## config.mk

```make
export PLATFORM = sky130hd
export DESIGN_NAME = uhfr_cfg_regs
export DESIGN_NICKNAME = d
export VERILOG_FILES = /design/src/rtl/core/uhfr_pkg.sv /design/src/rtl/core/uhfr_cfg_regs.sv
export SDC_FILE = /design/constraint.sdc
export NUM_CORES = 1
export LEC_CHECK = 0
export BUFFER_PORTS_ARGS = -buffer_cell sky130_fd_sc_hd__buf_2
export CORE_MARGIN = 4
export CORE_UTILIZATION = 42
export DETAILED_ROUTE_END_ITERATION = 8
export GPL_TIMING_DRIVEN = 1
export PLACE_DENSITY = 0.74
export SYNTH_ARGS = -nofsm -noshare
export SYNTH_HDL_FRONTEND = slang
export SYNTH_SLANG_ARGS = --single-unit
```

## constraint.sdc

```tcl
create_clock -name clk -period 1.97 [get_ports clk]
set_input_delay 0.197 -clock clk [delete_from_list [all_inputs] [get_ports clk]]
set_output_delay 0.197 -clock clk [all_outputs]
set_load 0.05 [all_outputs]
```

## src/rtl/core/uhfr_pkg.sv

```systemverilog
// uhfr_pkg: types, constants and register codes shared by the udp header filter
// and rewriter. No dependencies.

package uhfr_pkg;

  localparam int unsigned MAC_W = 48;
  localparam int unsigned IP_W = 32;
  localparam int unsigned PORT_W = 16;
  localparam int unsigned CNT_W = 32;
  localparam int unsigned FILL_W = 16;
  localparam int unsigned APB_DATA_W = 64;
  localparam int unsigned APB_ADDR_W = 6;
  localparam int unsigned REG_IDX_W = 3;

  localparam logic [15:0] ETH_IPV4 = 16'h0800;
  localparam logic [7:0] PROTO_UDP = 8'd17;
  localparam logic [15:0] IP_HDR_LEN = 16'd20;
  localparam logic [FILL_W-1:0] FILL_THRESHOLD = 16'd5000;

  localparam logic [1:0] REF_MODE_FWD = 2'd0;
  localparam logic [1:0] REF_MODE_SEP = 2'd1;
  localparam logic [1:0] REF_MODE_EXT = 2'd2;
  localparam logic [1:0] REF_MODE_RSVD = 2'd3;

  typedef enum logic [REG_IDX_W-1:0] {
    REG_INPUT_UDP_PORT = 3'd0,
    REG_REF_UDP_PORT = 3'd1,
    REG_INPUT_IP_FILTER = 3'd2,
    REG_REF_IP_FILTER = 3'd3,
    REG_NEW_DST_IP = 3'd4,
    REG_NEW_SRC_IP = 3'd5,
    REG_NEW_DST_MAC = 3'd6,
    REG_REF_MODE = 3'd7
  } reg_idx_t;

  typedef struct packed {
    logic [PORT_W-1:0] input_udp_port;
    logic [PORT_W-1:0] ref_udp_port;
    logic [IP_W-1:0] input_ip_filter;
    logic [IP_W-1:0] ref_ip_filter;
    logic [IP_W-1:0] new_dst_ip;
    logic [IP_W-1:0] new_src_ip;
    logic [MAC_W-1:0] new_dst_mac;
    logic [1:0] ref_mode;
  } cfg_t;

  typedef struct packed {
    logic [15:0] ether_type;
    logic [7:0] ip_protocol;
    logic [IP_W-1:0] ip_dst_addr;
    logic [IP_W-1:0] ip_src_addr;
    logic [PORT_W-1:0] udp_dst_port;
    logic [15:0] ip_total_length;
    logic [MAC_W-1:0] dst_mac_addr;
  } hdr_t;

  typedef struct packed {
    logic forward;
    logic [MAC_W-1:0] dst_mac;
    logic [IP_W-1:0] dst_ip;
    logic [IP_W-1:0] src_ip;
    logic [15:0] psum;
  } res_t;

  // per-word events handed to the counter block
  typedef struct packed {
    logic fwd;
    logic ref_hit;
  } evt_t;

endpackage

```

## src/rtl/core/uhfr_cfg_regs.sv

```systemverilog
// uhfr_cfg_regs: apb register file holding the filter and rewrite settings.
// Depends on uhfr_pkg.

module uhfr_cfg_regs import uhfr_pkg::*; (
  input  logic                  clk,
  input  logic                  rst_n,
  input  logic                  psel,
  input  logic                  penable,
  input  logic                  pwrite,
  input  logic [APB_ADDR_W-1:0] paddr,
  input  logic [APB_DATA_W-1:0] pwdata,
  output logic [APB_DATA_W-1:0] prdata,
  output logic                  pready,
  output cfg_t                  cfg
);

  cfg_t cfg_r;
  cfg_t cfg_nxt;
  reg_idx_t idx;
  logic wr_en;

  assign pready = 1'b1;
  assign idx = reg_idx_t'(paddr[APB_ADDR_W-1:APB_ADDR_W-REG_IDX_W]);
  assign wr_en = psel & penable & pwrite & pready;
  assign cfg = cfg_r;

  always_comb begin
    cfg_nxt = cfg_r;
    if (wr_en) begin
      unique case (idx)
        REG_INPUT_UDP_PORT:  cfg_nxt.input_udp_port = pwdata[PORT_W-1:0];
        REG_REF_UDP_PORT:    cfg_nxt.ref_udp_port = pwdata[PORT_W-1:0];
        REG_INPUT_IP_FILTER: cfg_nxt.input_ip_filter = pwdata[IP_W-1:0];
        REG_REF_IP_FILTER:   cfg_nxt.ref_ip_filter = pwdata[IP_W-1:0];
        REG_NEW_DST_IP:      cfg_nxt.new_dst_ip = pwdata[IP_W-1:0];
        REG_NEW_SRC_IP:      cfg_nxt.new_src_ip = pwdata[IP_W-1:0];
        REG_NEW_DST_MAC:     cfg_nxt.new_dst_mac = pwdata[MAC_W-1:0];
        REG_REF_MODE:        cfg_nxt.ref_mode = pwdata[1:0];
        default:             cfg_nxt = cfg_r;
      endcase
    end
  end

  always_comb begin
    prdata = '0;
    unique case (idx)
      REG_INPUT_UDP_PORT:  prdata = APB_DATA_W'(cfg_r.input_udp_port);
      REG_REF_UDP_PORT:    prdata = APB_DATA_W'(cfg_r.ref_udp_port);
      REG_INPUT_IP_FILTER: prdata = APB_DATA_W'(cfg_r.input_ip_filter);
      REG_REF_IP_FILTER:   prdata = APB_DATA_W'(cfg_r.ref_ip_filter);
      REG_NEW_DST_IP:      prdata = APB_DATA_W'(cfg_r.new_dst_ip);
      REG_NEW_SRC_IP:      prdata = APB_DATA_W'(cfg_r.new_src_ip);
      REG_NEW_DST_MAC:     prdata = APB_DATA_W'(cfg_r.new_dst_mac);
      REG_REF_MODE:        prdata = APB_DATA_W'(cfg_r.ref_mode);
      default:             prdata = '0;
    endcase
  end

  always_ff @(posedge clk) begin
    if (!rst_n) begin
      cfg_r <= '0;
    end else begin
      cfg_r <= cfg_nxt;
    end
  end

endmodule

```

# Word-level counts from Yosys, hierarchy flattened

Cells that the tools add are included.

Magnitude comparators: 0
Equality and inequality tests: 7
Reductions and logical operators: 9
Shifts and indexed selects: 0
Bitwise operators: 2
Multiply operators: 0
Add/sub/neg operators: 0
Divide/modulo/power cells: 0
Mux-type cells: 1

Operators by type and width:

| cell               | count |
|---|---|
| $pmux 64 s8        | 1 |
| $reduce_and 2->1   | 8 |
| $eq 3x3->1 const B | 4 |
| $eq 3x2->1 const B | 2 |
| $eq 3x1->1 const B | 1 |
| $logic_not 3->1    | 1 |
| $and 1x1->1        | 2 |

Output and inout bits: 275
Bits in latches: 0
Memories kept: 0
RAM bits: 0
Register bits: 210
Bits of input ports: 75
Bits in read-only memories: 0

# Logic depth before layout (Yosys ltp)

Gate-level depths: netlist (run 1).

Word-level depth: 3
Mapped depth: 8

# Least setup slack after synthesis (run 1)

Ideal clock, no wire load.

Path kind: input-to-output
Start point: input port paddr[5]
End point: output port prdata[17]
Arrival time: 1.817 ns
Stages on the path: 6
Buffers on the path: 3
Required time: 1.773 ns
Slack: -0.044 ns
Path through: buf_2 buf_4 and2b_1 buf_2 a22oi_1 a21oi_1

Cells in the longest elaborated chain, start to end: 2
Elaborated cells on any way between the ends: 9

RTL lines:

| what                                     | RTL line            | text |
|---|---|---|
| start, declared                          | uhfr_cfg_regs.sv:10 | `input logic [APB_ADDR_W-1:0] paddr,` |
| $eq 3x3->1, or another cell as far along | uhfr_cfg_regs.sv:46 | `unique case (idx)` |
| $pmux 64 s8 (*)                          | uhfr_cfg_regs.sv:46 |  |
| end, declared                            | uhfr_cfg_regs.sv:12 | `output logic [APB_DATA_W-1:0] prdata,` |

Mark *: on every way between the ends. The rest lies on a longest branch, timed or not. The select of a mux whose other input is x is not followed.

# Worst setup path after layout (run 1)

Start point: register cfg_r (netlist bit cfg[185])
End point: output port prdata[7]

Cells in the longest elaborated chain, start to end: 1

RTL lines:

| what                   | RTL line            | text |
|---|---|---|
| start, declared        | uhfr_cfg_regs.sv:17 | `cfg_t cfg_r;` |
| start signal, assigned | uhfr_cfg_regs.sv:63 | `cfg_r <= cfg_nxt;` |
| $pmux 64 s8            | uhfr_cfg_regs.sv:46 |  |

No other way between the ends. The select of a mux whose other input is x is not followed.

==> results of run 1 <==
[final cells by class]
| cell class | instances | area, um^2 | area share |
|---|---|---|---|
| Clock inverter | 5 | 31.3 | 0.00269 |
| Clock buffer | 34 | 679 | 0.0585 |
| Multi-Input combinational cell | 701 | 4020 | 0.346 |
| Sequential cell | 210 | 4210 | 0.363 |
| Antenna cell | 3 | 7.51 | 0.000647 |
| Inverter | 3 | 11.3 | 0.000970 |
| Tap cell | 270 | 338 | 0.0291 |
| Timing Repair Buffer | 387 | 2310 | 0.199 |
[metal layers]
metal  wire, um  vias to the layer above  part of all wire
met4       1120                        0             0.037
met2      14500                      397              0.48
met1      12600                     4184              0.41
met3       2270                       71             0.075
li1           -                     4271                 -
met5          0                        -                 0
[timing repair]
item | in CTS | in global routing
endpoints found under the setup margin | 1 | 19
pin swaps | 0 | 6
setup buffers | 0 | 1
hold buffers | 18 | 0
endpoints found under the hold margin | 18 | 0
resized for setup | 1 | 30
[placed cells by master (no fill, tap or decap), types with 17 or more instances in the layout]
cell           instances
nand3_1              210
conb_1                17
o21ai_0              180
nor2_1                23
buf_4                 54
dfxtp_1              204
o21ai_1               39
nand2_1               53
clkbuf_16             25
dlygate4sd3_1         18
buf_2                302
mux2i_1               25
[power by group through the flow]
stage          Sequential [mW]  Combinational [mW]  Clock, mW
4_1_cts                   4.30               0.936       4.14
6_report                  4.30               0.952       4.06
3_3_place_gp              4.40               0.905          0
2_1_floorplan             4.50               0.518          0
3_5_place_dp              4.40               0.907          0
5_1_grt                   4.31                1.01       4.33
[cells by family (layout without fill, tap and decap cells)]
group,Yosys count,count (layout),share of synthesized area
muxes,43,43,0.0517
DFF,210,210,0.480
buffers and inverters,124,429,0.0725
AOI/OAI and AO/OA,310,310,0.208
and+or+nand+nor,331,331,0.187
other,2,20,0.000857
[how the worst max path moves through the flow]
| stage | to | depth (start not counted) | slack [ns] |
|---|---|---|---|
| finish | prdata[7] | 4 | -0.02 |
| global route | prdata[7] | 4 | -0.11 |
| CTS | prdata[8] | 4 | 0.006 |
| detailed placement | cfg[49] | 5 | -0.06 |
| global placement | cfg[49] | 5 | -0.03 |
| floorplan | prdata[19] | 6 | -0.04 |
[critical path: cells and delay by family, from the launching register on]
family | cells | cell delay (ns)
AO/OA/AOI/OAI | 2 | 0.48
flip-flops | 1 | 0.33
multiplexers | 1 | 0.28
buffers and inverters | 1 | 0.21
[synthesized netlist by cell type, types with 10 or more instances]
cell type  count
a21oi_1       14
a221o_1       10
a22o_1        10
and3_1        16
buf_1         13
buf_2         31
buf_4         23
clkbuf_1      48
dfxtp_1      210
mux2_2        18
mux2i_1       25
nand2_1       53
nand3_1      210
nor2_1        24
o21ai_0      184
o21ai_1       35
[stage by stage]
| stage | instance area (um^2) | total power, mW | setup slack (ns) | utilization | hold slack [ns] |
|---|---|---|---|---|---|
| after floorplan | 8830 | 5.02 | -0.0436 | - | 0.327 |
| after global placement | 10600 | 5.30 | -0.0326 | 0.523 | 0.429 |
| after detailed placement | 10600 | 5.30 | -0.0633 | 0.523 | 0.441 |
| after CTS | 11500 | 9.38 | 0.00579 | 0.567 | 0.0133 |
| after global routing | 11600 | 9.64 | -0.107 | 0.570 | 0.0332 |
| final | 11600 | 9.32 | -0.0222 | 0.570 | 0.0244 |
==> results.cfg, run 1 <==
[outcome]
status = finished with violations
violations = negative setup slack

[final_layout]
fin_cells = 1613
fill_cells = 1853
final_nets = 1402
area_delta_synth_final_pct = 32.5
drive_above_1_share = 0.328
largest_register_ffs = 210

[routing]
drc = 0
drtPass1Iterations = 5
dr_total_vias = 8923
vias_per_cell = 5.53
wl_per_cell_um = 18.9
final_antenna_net_count = 0
drt-initial-drc-count = 564
drt_wl_total_mm = 30.4

[synthesis]
netlist.area_leader.share = 0.480
synth_warnings = 0
synth_enable_flop_cells = 0
post-synth-top-area-cell = dfxtp_1
ys_ff_latch = 210
synthesis.instances = 1020
synth_area_um2 = 8760
async_reset_ff_frac = 0
syn_avg_cell_area_um2 = 8.59
synth_cell_types = 41
synth_flop_cell = dfxtp_1
ys_seq_area_frac = 0.480
synth_area_leaders = dfxtp_1, nand3_1, o21ai_0, mux2i_1, mux2_2

[power]
switching_share = 0.256
switching_power_mw = 2.38
power_density_nw_per_um2 = 803
seq_power_share = 0.462
vdd_ir_drop_max_mv = 0.568
p_comb_frac = 0.102
p_leak_nw = 5.30
clkPwrFrac = 0.436
power.internal_mw = 6.93

[sta]
skew_ns = 0
fmax_mhz = 502
layout_setup_ws_ns = -0.0222
setup_viol = 1
fin_setup_tns_ns = -0.0222
rsz0062_at_grt = true
slew_violations = 0
timing.final.crit_share = 1.01
relSlewSlack = 0.309
tightest_slew_ns = 1.04
finalHoldViolations = 0
period_needed_ns = 1.99

[global_route]
grt_util_all_layers = 0.246
grt_max_degree = 97
met1_usage = 0.315
grt_pass1_vias = 8457
grt_busiest_layer = met2
grt_pass1_wl_mm = 47.5
met3_usage = 0.0440
use_met2 = 0.417
antenna_found_initial = 3
grt_overflow = 0

[critical_path]
cp-start-kind = flip-flop
cp_slowest_cell = dfxtp_2
crit_chain = mux2_4, a222oi_1, a21oi_1, buf_4
cp_slowest_stage_delay_ns = 0.33
startpoint = cfg[185]
arrival_ns = 1.80
reg2reg_depth = 2
r2r-end = cfg[17]
reg2reg_from = cfg[17]
rrSetupSlack_ns = 1.30
crit_type = reg2out
crit_path_end_kind = output pin
worstPathMaxFanout = 3
crit_required_ns = 1.77

[place]
dp_hpwl_mm = 21.3
io_buffers = 313
place_inst = 1552
place.gp.congestion = 0.890

[die]
initial_core_util = 0.430
core_area_um2 = 20400
io_pins = 350
die_height_um = 152
die_w_um = 152
die_area_um2 = 23200
rows = 52

[clock_network]
cts_made_buffers = 24
cts_root_buffer = clkbuf_16
clk_pin_slew_ns = 0.06
tritoncts = done
cts_sinks = 210
h-tree-depth = 1
clock_latency_ns = 0.50
clockBufferDepth = 3

[hold_path]
hold_path.class = in2reg
min_to = cfg[23]
holdPathStages = 3
min-delay-start = pwdata[21]

[run]
max_cap_violations = 0
No activity file was read; power rests on OpenSTA's default activity.
==> inputs of run 2 (changes only) <==
REMOVE_ABC_BUFFERS = 1   (was unset)
==> run 2 against run 1 <==
Die area did not move. Critical endpoint unchanged. Clock power rose by 1%. First-iteration DRC count rose by 5.0%. Largest power group unchanged. The run now ends clean. Global-route usage down 0.081 points.
==> results.cfg, run 2 (synthesis results as in run 1) <==
[outcome]
status = finished, final reports clean

[sta]
skew_ns = 0
setup_viol = 0
fmax_mhz = 518
slew_violations = 0
fin_setup_tns_ns = 0
period_needed_ns = 1.93
layout_setup_ws_ns = 0.0390
timing.final.crit_share = 0.980
holdWs_ns = 0.0286
finalHoldViolations = 0
rsz0062_at_grt = true
relSlewSlack = 0.656
tightest_slew_ns = 0.516

[die]
die_w_um = 152
core_area_um2 = 20400
die_area_um2 = 23200
die_height_um = 152
rows = 52
io_pins = 350
initial_core_util = 0.430

[critical_path]
reg2reg_depth = 3
crit_required_ns = 1.77
cp-start-kind = flip-flop
reg2reg_from = cfg[186]
critPathBufInv = 1
cp_slowest_cell = dfxtp_2
worstPathMaxFanout = 3
rrSetupSlack_ns = 1.27
crit_chain = mux2_2, a222oi_1, a21oi_1, buf_4
crit_type = reg2out
r2r-end = cfg[186]
startpoint = cfg[185]
path_delay_family = compound AO/OA/AOI/OAI gates
arrival_ns = 1.73
crit_path_end_kind = output pin
cp_slowest_stage_delay_ns = 0.33

[power]
p_leak_nw = 5.37
power_density_nw_per_um2 = 799
vdd_ir_drop_max_mv = 0.487

[place]
dp_hpwl_mm = 20.7
place.gp.congestion = 0.817
dp_slack_ns = -0.200
io_buffers = 313

[routing]
drt_wl_total_mm = 30.2
drt-initial-drc-count = 592
vias_per_cell = 5.49
wl_per_cell_um = 18.7
dr_total_vias = 8874
drc = 0
final_antenna_net_count = 0
drtPass1Iterations = 5

[global_route]
met3_usage = 0.0594
grt_pass1_vias = 8354
use_met2 = 0.407
grt_max_degree = 77
grt_pass1_wl_mm = 47.2
grt_busiest_layer = met2
antenna_found_initial = 0
met1_usage = 0.319
grt_util_all_layers = 0.245
grt_overflow = 0

[final_layout]
final_cell_mix = buf_2, nand3_1, dfxtp_1
fill_cells = 1872
diodes = 0
drive_above_1_share = 0.331
final_nets = 1406
area_delta_synth_final_pct = 33.7
final_common_cell = buf_2
largest_register_ffs = 210

[hold_path]
holdPathStages = 3
hold_path.class = in2reg
min-delay-start = pwdata[16]
min_to = cfg[162]

[clock_network]
cts_sinks = 210
clk_pin_slew_ns = 0.06
cts_made_buffers = 23
cts_root_buffer = clkbuf_16
clockBufferDepth = 3
h-tree-depth = 1
clock_latency_ns = 0.50
tritoncts = done

[run]
max_cap_violations = 0
## run 2: power by group
| group | switching [mW] | leakage, nW | total (mW) | internal, mW |
|---|---|---|---|---|
| logic | 0.676 | 3.31 | 0.960 | 0.284 |
| clock network | 1.73 | 0.359 | 4.10 | 2.37 |
| registers | 0.0248 | 1.70 | 4.30 | 4.28 |
## run 2: area by class of cell
| class | instances | area (um^2) | share of cell area |
|---|---|---|---|
| clock buffer | 33 | 673 | 0.0575 |
| clock inverter | 8 | 46.3 | 0.00395 |
| inverter | 3 | 11.3 | 0.000962 |
| sequential | 210 | 4210 | 0.360 |
| tap | 270 | 338 | 0.0288 |
| multi-input combinational | 701 | 4000 | 0.341 |
| timing repair buffer | 392 | 2430 | 0.208 |
## run 2: how the worst max path moves through the flow
stage	endpoint	slack (ns)	cells past startpoint
4_1_cts	prdata[11]	0.03	4
6_report	prdata[7]	0.04	4
5_1_grt	prdata[7]	-0.05	4
3_3_place_gp	prdata[25]	-0.14	5
3_5_place_dp	prdata[25]	-0.20	5
2_1_floorplan	prdata[11]	-0.25	4
## run 2: metrics by stage
step | instances | area, um^2 | power (mW) | util
after CTS | 1613 | 11600 | 9.44 | 0.571
after floorplan | 914 | 8190 | 4.85 | -
after detailed placement | 1554 | 10700 | 5.31 | 0.527
after global routing | 1617 | 11700 | 9.69 | 0.575
after global placement | 1554 | 10700 | 5.30 | 0.527
final | 1617 | 11700 | 9.36 | 0.575
## run 2: timing repair
item | in CTS | in global routing
hold buffers | 18 | 0
endpoints found under the setup margin | 8 | 12
cloned | 0 | 0
buffers inserted | 0 | 4
pin swaps | 0 | 7
endpoints found under the hold margin | 18 | 0
resized for setup | 2 | 37
## run 2: routing by layer
layer | up-vias | share of wire
met5 | - | 0
met4 | 0 | 0.030
met3 | 64 | 0.092
met2 | 427 | 0.47
met1 | 4101 | 0.41
li1 | 4282 | -
## run 2: worst reg2reg max path, cell delays in order (launching register included)
cell	delay, ns
dfxtp_2	0.33
buf_4	0.13
nand3_1	0.05
o21ai_0	0.07
==> inputs of run 3 (changes only) <==
clock period = 1.78 ns   (was 1.97 ns; I/O delays follow)
==> run 3 against run 2 <==
The flow now finishes with violations (negative setup slack). Register-to-register slack worse by 0.38 ns. Wire length is 2.6% higher. Clock-buffer cell count is 2 higher. Critical path type unchanged. Largest power group unchanged.
==> results.cfg, run 3 (synthesis results as in run 1) <==
[run]
max_cap_violations = 0

[critical_path]
reg2reg_depth = 4
crit_chain = mux2_4, a222oi_1, a21oi_1, buf_4
critPathBufInv = 1
cp_slowest_cell = dfxtp_2
arrival_ns = 1.70
crit_required_ns = 1.60
rrSetupSlack_ns = 0.89
reg2reg_from = cfg[188]
crit_path_end_kind = output pin
worstPathMaxFanout = 3
crit_type = reg2out
r2r-end = cfg[188]
startpoint = cfg[186]
cp_slowest_stage_delay_ns = 0.33
path_delay_family = compound AO/OA/AOI/OAI gates
cp-start-kind = flip-flop

[die]
die_w_um = 152
initial_core_util = 0.430
rows = 52
io_pins = 350
die_area_um2 = 23200
core_area_um2 = 20400
die_height_um = 152

[final_layout]
area_delta_synth_final_pct = 38.6
final_nets = 1436
final_common_cell = buf_2
stdcell_area_um2 = 12100
drive_above_1_share = 0.371
final_cell_mix = buf_2, nand3_1, o21ai_0
largest_register_ffs = 210
fin_cells = 1647
diodes = 0

[global_route]
use_met2 = 0.418
met1_usage = 0.322
grt_pass1_wl_mm = 48.3
grt_max_degree = 53
met3_usage = 0.0511
grt_util_all_layers = 0.250
grt_busiest_layer = met2
grt_overflow = 0
grt_pass1_vias = 8635
antenna_found_initial = 0

[routing]
dr_total_vias = 9078
wl_per_cell_um = 18.8
drc = 0
drt_wl_total_mm = 31.0
drt-initial-drc-count = 517
vias_per_cell = 5.51
final_antenna_net_count = 0
drtPass1Iterations = 7

[hold_path]
min_to = cfg[24]
hold_path.class = in2reg
holdPathStages = 3
min-delay-start = pwdata[22]

[place]
placed_area_um2 = 10900
dp_hpwl_mm = 21.6
place.gp.congestion = 0.820
io_buffers = 313
place_inst = 1570

[outcome]
violations = negative setup slack
status = finished with violations

[sta]
fmax_mhz = 534
skew_ns = 0
layout_setup_ws_ns = -0.0940
timing.final.crit_share = 1.05
fin_setup_tns_ns = -0.284
setup_viol = 5
finalHoldViolations = 0
rsz0062_at_grt = true
period_needed_ns = 1.87
slew_violations = 0

[clock_network]
cts_sinks = 210
h-tree-depth = 1
clk_pin_slew_ns = 0.06
cts_made_buffers = 23
clockBufferDepth = 3
clock_latency_ns = 0.49
tritoncts = done
cts_root_buffer = clkbuf_16

[power]
fin_total_pwr_mw = 10.4
vdd_ir_drop_max_mv = 0.582
p_leak_nw = 5.60
power_density_nw_per_um2 = 857
run 3: metrics by stage:
step / hold slack (ns) / worst slack (ns) / util
finish: 0.0209 / -0.0940 / 0.597
global route: 0.0369 / -0.200 / 0.597
CTS: 0.00196 / -0.0842 / 0.591
detailed placement: 0.422 / -0.238 / 0.534
global placement: 0.412 / -0.195 / 0.534
floorplan: 0.308 / -0.400 / -
run 3: routing by layer:
| layer | vias up | wire, um |
|---|---|---|
| met5 | - | 0 |
| met1 | 4240 | 12600 |
| li1 | 4344 | - |
| met3 | 71 | 2750 |
| met2 | 423 | 14600 |
| met4 | 0 | 1030 |
run 3: cell type report:
class                           count  area, um^2
Timing Repair Buffer              422        2760
Sequential cell                   210        4250
Fill cell                        1783        8220
Tap cell                          270         338
Multi-Input combinational cell    701        4070
Clock inverter                      6        35.0
Clock buffer                       35         681
Inverter                            3        11.3
run 3: how the worst max path moves through the flow:
stage | to | slack [ns] | depth (start not counted)
2_1_floorplan | prdata[11] | -0.40 | 4
3_3_place_gp | prdata[16] | -0.19 | 5
3_5_place_dp | prdata[26] | -0.24 | 5
4_1_cts | prdata[7] | -0.08 | 4
5_1_grt | prdata[8] | -0.20 | 4
6_report | prdata[8] | -0.09 | 4
run 3: report_power, final:
group	leakage [nW]	switching [mW]	total, mW	internal [mW]
clock network	0.350	1.89	4.52	2.63
registers	1.71	0.0276	4.76	4.74
logic	3.54	0.765	1.12	0.359
total	5.60	2.69	10.4	7.72
run 3: timing repair:
action,4_1_cts,5_1_grt
hold endpoints to repair,18,0
endpoints found under the setup margin,32,32
pin swaps,8,7
gates resized for setup,71,30
hold buffers,18,0
buffers inserted,13,5
run 3: worst min-delay path: cells and delay by family:
family	cells	cell delay (ns)
AOI/OAI and AO/OA	1	0.08
buffers and inverters	1	0.09
and+or+nand+nor	1	0.12
