<file path="config.mk">
export PLATFORM = sky130hd
export DESIGN_NAME = uhfr_filter
export DESIGN_NICKNAME = d
export VERILOG_FILES = /design/src/rtl/core/uhfr_pkg.sv /design/src/rtl/core/uhfr_filter.sv
export SDC_FILE = /design/constraint.sdc
export NUM_CORES = 1
export LEC_CHECK = 0
export BUFFER_PORTS_ARGS = -buffer_cell sky130_fd_sc_hd__buf_2
export CAP_MARGIN = 20
export CORE_AREA = 4 4 198 200
export CTS_CLUSTER_SIZE = 12
export DETAILED_ROUTE_END_ITERATION = 8
export DIE_AREA = 0 0 202 204
export SETUP_SLACK_MARGIN = 0.3
export SLEW_MARGIN = 10
export SYNTH_ARGS = -nofsm -noshare
export SYNTH_HDL_FRONTEND = slang
export SYNTH_SLANG_ARGS = --single-unit
</file>
<file path="constraint.sdc">
create_clock -name clk -period 28.5 [get_ports clk]
set_input_delay 5.7 -clock clk [delete_from_list [all_inputs] [get_ports clk]]
set_output_delay 5.7 -clock clk [all_outputs]
set_load 0.01 [all_outputs]
</file>
<file path="src/rtl/core/uhfr_pkg.sv">
// uhfr_pkg: types, constants and register codes shared by the udp header filter
// and rewriter. No dependencies.

package uhfr_pkg;

  localparam int unsigned MAC_W = 48;
  localparam int unsigned IP_W = 32;
  localparam int unsigned PORT_W = 16;
  localparam int unsigned CNT_W = 32;
  localparam int unsigned FILL_W = 16;
  localparam int unsigned APB_DATA_W = 64;
  localparam int unsigned APB_ADDR_W = 6;
  localparam int unsigned REG_IDX_W = 3;

  localparam logic [15:0] ETH_IPV4 = 16'h0800;
  localparam logic [7:0] PROTO_UDP = 8'd17;
  localparam logic [15:0] IP_HDR_LEN = 16'd20;
  localparam logic [FILL_W-1:0] FILL_THRESHOLD = 16'd5000;

  localparam logic [1:0] REF_MODE_FWD = 2'd0;
  localparam logic [1:0] REF_MODE_SEP = 2'd1;
  localparam logic [1:0] REF_MODE_EXT = 2'd2;
  localparam logic [1:0] REF_MODE_RSVD = 2'd3;

  typedef enum logic [REG_IDX_W-1:0] {
    REG_INPUT_UDP_PORT = 3'd0,
    REG_REF_UDP_PORT = 3'd1,
    REG_INPUT_IP_FILTER = 3'd2,
    REG_REF_IP_FILTER = 3'd3,
    REG_NEW_DST_IP = 3'd4,
    REG_NEW_SRC_IP = 3'd5,
    REG_NEW_DST_MAC = 3'd6,
    REG_REF_MODE = 3'd7
  } reg_idx_t;

  typedef struct packed {
    logic [PORT_W-1:0] input_udp_port;
    logic [PORT_W-1:0] ref_udp_port;
    logic [IP_W-1:0] input_ip_filter;
    logic [IP_W-1:0] ref_ip_filter;
    logic [IP_W-1:0] new_dst_ip;
    logic [IP_W-1:0] new_src_ip;
    logic [MAC_W-1:0] new_dst_mac;
    logic [1:0] ref_mode;
  } cfg_t;

  typedef struct packed {
    logic [15:0] ether_type;
    logic [7:0] ip_protocol;
    logic [IP_W-1:0] ip_dst_addr;
    logic [IP_W-1:0] ip_src_addr;
    logic [PORT_W-1:0] udp_dst_port;
    logic [15:0] ip_total_length;
    logic [MAC_W-1:0] dst_mac_addr;
  } hdr_t;

  typedef struct packed {
    logic forward;
    logic [MAC_W-1:0] dst_mac;
    logic [IP_W-1:0] dst_ip;
    logic [IP_W-1:0] src_ip;
    logic [15:0] psum;
  } res_t;

  // per-word events handed to the counter block
  typedef struct packed {
    logic fwd;
    logic ref_hit;
  } evt_t;

endpackage

</file>
<file path="src/rtl/core/uhfr_filter.sv">
// uhfr_filter: input register, then match, rewrite and pseudo-header sum.
// Depends on uhfr_pkg.

module uhfr_filter import uhfr_pkg::*; (
  input  logic clk,
  input  logic rst_n,
  input  logic load,
  input  logic adv,
  input  hdr_t hdr_in,
  input  cfg_t cfg,
  output logic valid,
  output res_t res,
  output evt_t evt
);

  logic hv_r;
  logic hv_nxt;
  hdr_t hdr_r;
  logic is_udp;
  logic fwd;
  logic [IP_W-1:0] dip;
  logic [IP_W-1:0] sip;
  logic [15:0] udp_len;
  logic [18:0] sum;
  logic [16:0] fold1;
  logic [16:0] fold2;

  assign hv_nxt = load ? 1'b1 : (adv ? 1'b0 : hv_r);
  assign valid = hv_r;

  always_ff @(posedge clk) begin
    if (!rst_n) begin
      hv_r <= 1'b0;
    end else begin
      hv_r <= hv_nxt;
    end
  end

  always_ff @(posedge clk) begin
    if (load) begin
      hdr_r <= hdr_in;
    end
  end

  assign is_udp = (hdr_r.ether_type == ETH_IPV4) && (hdr_r.ip_protocol == PROTO_UDP);
  assign fwd = is_udp && (hdr_r.udp_dst_port == cfg.input_udp_port)
            && ((cfg.input_ip_filter == '0) || (hdr_r.ip_dst_addr == cfg.input_ip_filter));

  // rewrites only apply to forwarded words
  assign dip = (fwd && cfg.new_dst_ip != '0) ? cfg.new_dst_ip : hdr_r.ip_dst_addr;
  assign sip = (fwd && cfg.new_src_ip != '0) ? cfg.new_src_ip : hdr_r.ip_src_addr;
  assign udp_len = hdr_r.ip_total_length - IP_HDR_LEN;

  // six 16-bit words, then two end-around folds
  assign sum = 19'(sip[31:16]) + 19'(sip[15:0]) + 19'(dip[31:16]) + 19'(dip[15:0])
             + 19'(hdr_r.ip_protocol) + 19'(udp_len);
  assign fold1 = 17'(sum[18:16]) + 17'(sum[15:0]);
  assign fold2 = 17'(fold1[16]) + 17'(fold1[15:0]);

  always_comb begin
    res.forward = fwd;
    res.dst_mac = (fwd && cfg.new_dst_mac != '0) ? cfg.new_dst_mac : hdr_r.dst_mac_addr;
    res.dst_ip = dip;
    res.src_ip = sip;
    res.psum = fwd ? fold2[15:0] : 16'd0;
  end

  assign evt.fwd = fwd;
  assign evt.ref_hit = is_udp && !fwd && (cfg.ref_mode == REF_MODE_SEP)
                    && (hdr_r.udp_dst_port == cfg.ref_udp_port)
                    && ((cfg.ref_ip_filter == '0) || (hdr_r.ip_dst_addr == cfg.ref_ip_filter));

endmodule

</file>
# Word level (Yosys, flattened, before mapping)
# Cells that the tools add are included.
[op_classes]
addsub = 8
n_eq_ne = 7
muxes = 6
reduce_logical = 19
[op_table]
columns = ["op", "count"]
rows = [
  ["$eq 32x32->1", 2],
  ["$logic_not 32->1", 2],
  ["$mux 32", 2],
  ["$reduce_bool 32->1", 2],
  ["$mux 48", 1],
  ["$reduce_bool 48->1", 1],
  ["$eq 16x16->1", 2],
  ["$add 18x16->19", 1],
  ["$add 19x16->19", 1],
  ["$add 19x8->19", 1],
  ["$add 17x16->18", 1],
  ["$add 16x16->17", 1],
  ["$add 3x16->17", 1],
  ["$add 1x16->16", 1],
  ["$eq 16x12->1 const B", 1],
  ["$mux 16", 1],
  ["$sub 16x5->16 const B", 1],
  ["$logic_and 1x1->1", 10],
  ["$eq 8x5->1 const B", 1],
  ["$eq 2x1->1 const B", 1],
  ["$logic_or 1x1->1", 2],
  ["$mux 1", 2],
  ["$reduce_bool 2->1", 1],
  ["$logic_not 1->1", 1],
]
[totals]
ff_bits = 169
input_bits = 382
out_inout_bits = 132

# Longest topological paths before layout
# Gate-level depths: netlist of run 1.
[depth]
depth_word = 14
depth_mapped = 45
mapped_depth_nobuf = 45

# Least setup slack after synthesis of run 1
# Ideal clock, no wire load.
[synth_path]
path_type = "input to output"
from = "input port cfg[168] in the netlist's numbering"
to = "output port res[15] in the netlist's numbering"
arrival_time_ns = 14.877
required_time_ns = 22.800
path_slack_ns = 7.923
stages = 42
n_path_buf = 1
cell_sequence = "xnor2_1 nand4_1 nor4_1 a21oi_1 or3_1 nor2_1 clkbuf_1 mux2_2 fa_1 fa_1 fa_1 ha_1 fa_1 a21o_1 a221oi_2 o21a_1 a21oi_1 o21a_1 [6 not listed] inv_1 fa_1 nor2b_1 o21ai_0 nand2b_1 inv_1 nand4b_1 nor3_1 and3_1 ha_1 nor2b_1 and2_1 nand3_1 or2_2 nor3_4 nand3_2 or3_1 o211ai_1"
[synth_lines]
columns = ["item", "line", "rtl"]
rows = [
  ["start: declaration", "uhfr_filter.sv:10", "input cfg_t cfg,"],
  ["end: declaration", "uhfr_filter.sv:12", "output res_t res,"],
]

==> results by group, run 1 <==
Setup path
  • CP Launch Type: primary input
  • CP Max Fanout: 32
  • Origin of the worst setup path: cfg[169]
  • CP required: 22.80 ns
  • WS Path Type: in2out
  • Crit-path max cell delay: 0.56 ns
  • Most frequent CP cell: fa_1
  • CP max stage cell: fa_1
  • CP endpoint kind: output port
  • R2R setup slack: 27.81 ns
  • Critical path arrival: 16.60 ns
  • RR Startpoint: valid$_SDFFE_PN0P_

STA
  • RSZ-0062 raised after global routing: no
  • Maximum clock frequency: 44.8 MHz
  • Worst-margin pin slew: 1.00 ns
  • Skew final: 0 ns
  • Final setup viols: 0
  • Period utilisation layout: 78.2%
  • Slew HR: 33.1%
  • Post-route worst setup slack: 6.20 ns
  • Setup TNS: 0 ns
  • Post-layout minimum cycle time: 22.30 ns
  • Final Hold Fails: 0
  • Hold slack final: 0.594 ns
  • Slew Limit Fails: 0

Synth
  • Synth unique cells: 68
  • Ys async rst share: 0%
  • Seq/Total Area, Yosys: 44.9%
  • Mapped Avg Cell Area: 12.4 sq um
  • Syn. warnings: 0
  • Post-synth EDFFs: 168
  • Dominant synthesized flop cell: edfxtp_1
  • Syn nets: 1380
  • Post-Synthesis Cells: 911
  • Synth Register Bits: 169
  • Mapped cell area: 11300 sq um

Floorplanning
  • Die Area: 41200 sq um
  • Core area: 37400 sq um
  • Top-level port count: 514
  • Die Y: 204 um
  • Starting Density: 30.2%
  • FP Rows: 71
  • Die W: 202 um

Clocking
  • Post CTS Setup Buffer Count: 0
  • TritonCTS Buffers: 17
  • # clock sinks: 169
  • CTS resizes: 0
  • Clock buffer depth: 2
  • Clock root buffer: clkbuf_16
  • Clk slew on worst S/H paths: 0.08 ns
  • Max H-tree Level: 4
  • Hold Buf Count CTS: 0
  • CTS tree: yes
  • Clk_lat worst skew: 0.45 ns

Outcome
  • Status: finished, final reports clean

Power
  • PD cells: 88.6 nW/um^2
  • LEAKAGE: 6.41 nW
  • Total power: 0.00134 W
  • Peak supply drop: 0.0585 mV

Cells and area
  • Final net count: 1898
  • Most frequent cells in the layout: buf_2, edfxtp_1, mux2_2
  • Most common cell after layout, fill and taps aside: buf_2
  • Share of layout cells above drive strength 1: 46.8%
  • Syn-to-layout area delta: 33.5%
  • Util after Layout: 40.3%

Placed design
  • Post-DP HPWL: 44700 um
  • Worst slack, placed: 6.11 ns
  • Port bufs: 513
  • Placer Congestion: 0.959

Detailed routing
  • Routed Antenna Nets: 0
  • DR DRC count: 0
  • Drt total wl: 51000 um
  • Vias/cell: 4.93
  • Vias: 9655
  • DR WL/cell: 26.0 um
  • Iter 0 DRT Violations: 570
  • First drt pass iteration count: 7

Global route
  • Initial antenna violation count: 20
  • First-pass GRT wire length: 71100 um
  • Largest net degree at the start of global routing: 97
  • Vias in the first global route: 10400
  • Total Routing Usage GR: 24.1%
  • GR Overflow Total: 0

Worst hold path
  • Critical hold path startpoint: valid$_SDFFE_PN0P_
  • Hold crit path type: reg2reg

Job
  • Max Cap Viol: 0
## flip-flops by register name (all words and copies together), names as in the netlist
register  count
hdr_r       168
valid         1
## metrics by stage
stage	area [sq um]	std cells
2_1_floorplan	11300	911
3_3_place_gp	14500	1921
3_5_place_dp	14500	1921
4_1_cts	15100	1953
5_1_grt	15100	1958
6_report	15100	1960
## final timing paths
path,depth (start not counted),end
worst min register to register,2,valid$_SDFFE_PN0P_
worst min-delay path,2,valid$_SDFFE_PN0P_
worst max register to register,2,valid$_SDFFE_PN0P_
worst max-delay path,44,res[15]
## layout make-up
class / count / area [sq um]
Clock inverter: 14 / 150
Inverter: 89 / 334
Sequential cell: 169 / 5060
Tap cell: 511 / 639
Clock buffer: 18 / 429
Fill cell: 3680 / 22300
Antenna cell: 7 / 17.5
Multi-Input combinational cell: 635 / 5840
Timing Repair Buffer: 517 / 2600
## worst max-delay path: cells and delay by family
kind,cells,cell delay [ns]
buffers and inverters,5,0.87
AO/OA/AOI/OAI,9,1.69
XOR/XNOR,2,0.64
adder cells (fa/ha/maj),8,2.87
AND/OR/NAND/NOR,19,4.41
multiplexers,1,0.42
## power breakdown
group / leakage, nW / switching [W] / internal (W)
Combinational: 4.48 / 0.000470 / 0.000318
Sequential: 1.65 / 0.0000163 / 0.000296
Clock: 0.278 / 0.000119 / 0.000117
## metal layers
| metal | track usage, % | share of wire [%] | up-vias |
|---|---|---|---|
| li1 | - | - | 4386 |
| met1 | 25.9 | 35 | 4708 |
| met2 | 45.3 | 54 | 446 |
| met3 | 6.65 | 6.9 | 93 |
| met4 | 8.42 | 3.2 | 22 |
| met5 | 0 | 0.26 | - |
## cell families after synthesis
logic type | synth area share, %
AO/OA/AOI/OAI | 4.39
multiplexers | 11.3
XOR/XNOR | 10.2
adder cells (fa/ha/maj) | 13.4
buffers and inverters | 3.71
AND/OR/NAND/NOR | 12.1
flip-flops | 44.9
## cell usage after synthesis, types with 3 or more instances
cell / count / area (sq um)
nand2_1: 23 / 86.3
and2_1: 3 / 18.8
nand3_1: 12 / 60.1
ha_1: 30 / 375
nor3_1: 15 / 75.1
o21a_1: 7 / 52.6
clkbuf_1: 9 / 33.8
or3_1: 8 / 50.1
a21o_1: 6 / 45.0
mux2_2: 105 / 1180
edfxtp_1: 168 / 5040
nor2b_1: 10 / 62.6
and3_1: 4 / 25.0
nor4_1: 61 / 382
xnor2_1: 79 / 692
nor2_1: 41 / 154
nand2b_1: 4 / 25.0
buf_1: 4 / 15.0
mux2i_1: 9 / 90.1
fa_1: 57 / 1140
o21ai_0: 13 / 65.1
nand4_1: 31 / 194
nor4b_1: 5 / 43.8
inv_1: 89 / 334
a21oi_1: 14 / 70.1
xor2_1: 53 / 464
No activity file was read; power rests on OpenSTA's default activity.
==> run 2: changes to the inputs <==
Settings changed: CORE_AREA 4 4 198 200 to 4 4 197 199, DIE_AREA 0 0 202 204 to 0 0 201 203.
Clock period 28.5 ns to 20.5 ns, I/O delays scaled along.
==> run 2 against run 1 <==
Compared with the run above:
- sequential power increased by 39%
- power increased by 39%
- first-iteration DRC count decreased by 13%
- final area decreased by 0.27%
- worst hold slack improved by 0.0049 ns
- critical path type unchanged
- flip-flop and latch count unchanged
- largest power group unchanged
- largest cell class unchanged
- setup slack got worse by 5.0 ns
- count of clock-buffer cells in the layout decreased by 1
==> results by group, run 2 (synthesized netlist as in run 1, its figures left out) <==
STA
  • Slew HR: 32.6%
  • Final Hold Fails: 0
  • Slew Limit Fails: 0
  • Final setup viols: 0
  • Maximum clock frequency: 51.8 MHz
  • Setup TNS: 0 ns
  • Period utilisation layout: 94.2%
  • Post-layout minimum cycle time: 19.31 ns
  • Skew final: 0 ns
  • Worst-margin pin slew: 1.00 ns
  • RSZ-0062 raised after global routing: no

Clocking
  • Hold Buf Count CTS: 0
  • # clock sinks: 169
  • Clk slew on worst S/H paths: 0.07 ns
  • CTS tree: yes
  • Clock buffer depth: 2
  • CTS resizes: 0
  • TritonCTS Buffers: 17
  • Max H-tree Level: 4
  • Post CTS Setup Buffer Count: 0
  • Clk_lat worst skew: 0.44 ns
  • Clock root buffer: clkbuf_16

Detailed routing
  • Iter 0 DRT Violations: 494
  • DR DRC count: 0
  • Routed Antenna Nets: 0
  • Vias: 9611
  • Drt total wl: 51000 um
  • Vias/cell: 5.01
  • DR WL/cell: 26.6 um
  • First drt pass iteration count: 4

Power
  • Sequential Power Share: 23.3%
  • Switching share of power: 44.7%
  • Peak supply drop: 0.0825 mV
  • Clk pwr share: 18.3%
  • NetSw: 0.000831 W
  • Logic pwr share: 58.5%
  • LEAKAGE: 6.43 nW
  • Pint: 0.00103 W
  • PD cells: 124 nW/um^2

Setup path
  • R2R setup slack: 19.81 ns
  • Crit-path max cell delay: 0.66 ns
  • CP endpoint kind: output port
  • Origin of the worst setup path: cfg[159]
  • R2R depth: 2
  • WS Path Type: in2out
  • CP max stage cell: nor2_2
  • CP Launch Type: primary input
  • Critical path arrival: 15.21 ns
  • RR Startpoint: valid$_SDFFE_PN0P_
  • RR Endpoint: valid$_SDFFE_PN0P_
  • CP required: 16.40 ns
  • CP Max Fanout: 17

Global route
  • GR Overflow Total: 0
  • Total Routing Usage GR: 24.2%
  • Initial antenna violation count: 20
  • First-pass GRT wire length: 70500 um
  • Vias in the first global route: 10200
  • Largest net degree at the start of global routing: 101

Cells and area
  • Share of layout cells above drive strength 1: 46.7%
  • Finished Cell Area: 15000 sq um
  • Max reg flops: 168
  • Fillers: 3686
  • Syn-to-layout area delta: 33.2%
  • Most frequent cells in the layout: buf_2, edfxtp_1, mux2_2
  • Final net count: 1898
  • Most common cell after layout, fill and taps aside: buf_2
  • Most flops, register: hdr_r
  • Post-route insts no fill: 1920

Worst hold path
  • Hold EP: valid$_SDFFE_PN0P_
  • Worst Hold Depth: 2
  • Critical hold path startpoint: valid$_SDFFE_PN0P_
  • Hold crit path type: reg2reg

Floorplanning
  • Starting Density: 30.3%
  • FP Rows: 71
  • Die Area: 40800 sq um
  • Die W: 201 um
  • Top-level port count: 514
  • Die Y: 203 um
  • Core area: 37200 sq um

Outcome
  • Status: finished, final reports clean

Placed design
  • Placer Congestion: 0.931
  • Placed cell area: 14400 sq um
  • Post-DP HPWL: 44600 um
  • Placed cell count: 1884
  • Port bufs: 513

Job
  • Max Cap Viol: 0
==> run 2: per-stage QoR <==
step                setup WS, ns  util [%]  total power, W  hold slack (ns)
floorplan                   3.12         -         0.00123            0.614
global placement            1.41      38.7         0.00154            0.559
detailed placement          1.20      38.7         0.00153            0.577
CTS                         1.18      40.4         0.00187            0.593
global route               0.531      40.4         0.00200            0.635
finish                      1.19      40.4         0.00186            0.599
==> run 2: final cells by class <==
class,instances,area (sq um),area share [%]
flip-flops and latches,169,5060,33.7
clock buffers,17,425,2.83
well taps,474,593,3.95
repair buffers,517,2600,17.3
inverters,89,334,2.22
clock inverters,15,179,1.19
multi-input cells,635,5820,38.7
diodes,4,10.0,0.0666
==> run 2: worst max path at each step <==
stage,to,cells after the start
floorplan,res[15],42
global placement,res[15],45
detailed placement,res[15],45
CTS,res[15],45
global route,res[10],44
finish,res[15],45
==> run 2: worst max-delay path, delay by kind of cell <==
family	cells	cell delay, ns
simple gates	21	5.57
mux	1	0.39
compound gates	8	1.39
fa+ha+maj	7	2.66
xor+xnor	1	0.14
buf+inv	7	0.92
==> run 2: per-layer routing <==
layer,part of all wire (%),track usage (%)
met1,36,26.2
met2,54,46.2
met3,6.4,6.39
met4,2.8,7.25
met5,0.28,0
==> run 2: power groups by stage <==
stage	combinational (W)	sequential, W	clock, W
after global routing	0.00120	0.000436	0.000361
final	0.00109	0.000433	0.000340
after floorplan	0.000801	0.000429	0
after detailed placement	0.00109	0.000441	0
after global placement	0.00109	0.000441	0
after CTS	0.00109	0.000433	0.000346
==> run 3: changes to the inputs <==
Settings changed: MAX_ROUTING_LAYER set to met4, SLEW_MARGIN 10 to not set.
==> run 3 against run 2 <==
Compared with the run above:
- cell count rose by 0.36%
- power grew 0.35%
- first-iteration DRC count rose by 8.5%
- utilization about the same
- register-to-register slack hardly changed
- via count shrank 0.10%
- final area barely moved
- critical endpoint is now res[10]
- largest cell class unchanged
- largest power group unchanged
==> results by group, run 3 (synthesized netlist as in run 1, its figures left out) <==
Setup path
  • CP max stage cell: nor4_1
  • Critical path arrival: 15.31 ns
  • CP required: 16.40 ns
  • CP Max Fanout: 17
  • Crit-path max cell delay: 0.94 ns
  • CP Launch Type: primary input
  • CP endpoint kind: output port
  • WS Path Type: in2out

Worst hold path
  • Hold crit path type: reg2reg

Clocking
  • Clock root buffer: clkbuf_16
  • TritonCTS Buffers: 17
  • # clock sinks: 169
  • Clk_lat worst skew: 0.45 ns
  • CTS resizes: 0
  • Hold Buf Count CTS: 0
  • Clock buffer depth: 2
  • Post CTS Setup Buffer Count: 0
  • CTS tree: yes
  • Clk slew on worst S/H paths: 0.07 ns
  • Max H-tree Level: 4

STA
  • Worst-margin pin slew: 1.10 ns
  • Maximum clock frequency: 51.5 MHz
  • Slew HR: 25.8%
  • RSZ-0062 raised after global routing: no
  • Hold slack final: 0.606 ns
  • Period utilisation layout: 94.7%
  • Setup TNS: 0 ns
  • Post-layout minimum cycle time: 19.41 ns
  • Slew Limit Fails: 0
  • Skew final: 0 ns
  • Final Hold Fails: 0
  • Final setup viols: 0

Detailed routing
  • Vias/cell: 4.98
  • DR DRC count: 0
  • Iter 0 DRT Violations: 536
  • Drt total wl: 51300 um
  • Vias: 9601
  • First drt pass iteration count: 5
  • Routed Antenna Nets: 0
  • DR WL/cell: 26.6 um

Placed design
  • Port bufs: 513
  • Post-DP HPWL: 44900 um
  • Placed cell count: 1884
  • Placer Congestion: 0.948
  • Placed cell area: 14400 sq um

Power
  • Logic pwr share: 58.7%
  • Switching share of power: 45.0%
  • Pint: 0.00103 W
  • NetSw: 0.000840 W
  • Clk pwr share: 18.1%
  • Sequential Power Share: 23.2%
  • PD cells: 124 nW/um^2
  • Peak supply drop: 0.0831 mV
  • LEAKAGE: 6.41 nW

Cells and area
  • Max reg flops: 168
  • Share of layout cells above drive strength 1: 46.7%
  • Most flops, register: hdr_r
  • Finished Cell Area: 15000 sq um
  • Fillers: 3693
  • Syn-to-layout area delta: 33.2%
  • Util after Layout: 40.4%
  • Post-route insts no fill: 1927
  • Most frequent cells in the layout: buf_2, edfxtp_1, mux2_2
  • Most common cell after layout, fill and taps aside: buf_2
  • Final net count: 1898

Floorplanning
  • Top-level port count: 514
  • FP Rows: 71
  • Core area: 37200 sq um
  • Die W: 201 um
  • Die Area: 40800 sq um
  • Die Y: 203 um
  • Starting Density: 30.3%

Job
  • Max Cap Viol: 0

Global route
  • Initial antenna violation count: 17
  • First-pass GRT wire length: 70500 um
  • Vias in the first global route: 10100
  • GR Overflow Total: 0
  • Total Routing Usage GR: 25.0%
  • Largest net degree at the start of global routing: 101

Outcome
  • Status: finished, final reports clean
==> run 3: per-layer routing <==
layer	part of all wire (%)	wire [um]	GRT usage [%]	vias up
met5	0	0	-	-
met2	54	27700	46.1	433
met1	37	19000	27.0	4712
li1	-	-	-	4391
met3	5.7	2950	5.24	65
met4	3.2	1650	7.72	0
==> run 3: final cells by class <==
class                           instances  area [sq um]  area share (%)
Clock inverter                         15           163            1.08
Tap cell                              474           593            3.94
Inverter                               89           334            2.22
Sequential cell                       169          5060            33.7
Clock buffer                           17           425            2.83
Multi-Input combinational cell        635          5820            38.7
Timing Repair Buffer                  517          2600            17.3
Antenna cell                           11          27.5           0.183
==> run 3: worst paths after layout <==
| check | cells after the start | startpoint | to | slack (ns) |
|---|---|---|---|---|
| max | 44 | cfg[174] | res[10] | 1.09 |
| min reg2reg | 2 | valid$_SDFFE_PN0P_ | valid$_SDFFE_PN0P_ | 0.61 |
| max reg2reg | 2 | valid$_SDFFE_PN0P_ | valid$_SDFFE_PN0P_ | 19.80 |
| min | 2 | valid$_SDFFE_PN0P_ | valid$_SDFFE_PN0P_ | 0.61 |
==> run 3: stage by stage <==
step / total power [W] / setup WS (ns)
2_1_floorplan: 0.00123 / 3.12
3_3_place_gp: 0.00153 / 1.28
3_5_place_dp: 0.00153 / 1.16
4_1_cts: 0.00187 / 1.13
5_1_grt: 0.00201 / 0.400
6_report: 0.00187 / 1.09
==> run 3: power by group through the flow <==
stage	combinational, W	clock [W]	sequential, W
2_1_floorplan	0.000801	0	0.000429
3_3_place_gp	0.00109	0	0.000441
3_5_place_dp	0.00109	0	0.000441
4_1_cts	0.00110	0.000345	0.000434
5_1_grt	0.00121	0.000360	0.000436
6_report	0.00110	0.000338	0.000433
==> run 3: critical path, delay by kind of cell <==
| family | cells | cell delay, ns |
|---|---|---|
| buffers and inverters | 7 | 0.93 |
| multiplexers | 1 | 0.39 |
| XOR/XNOR | 2 | 0.29 |
| adder cells (fa/ha/maj) | 7 | 2.65 |
| AO/OA/AOI/OAI | 8 | 2.13 |
| AND/OR/NAND/NOR | 19 | 4.81 |
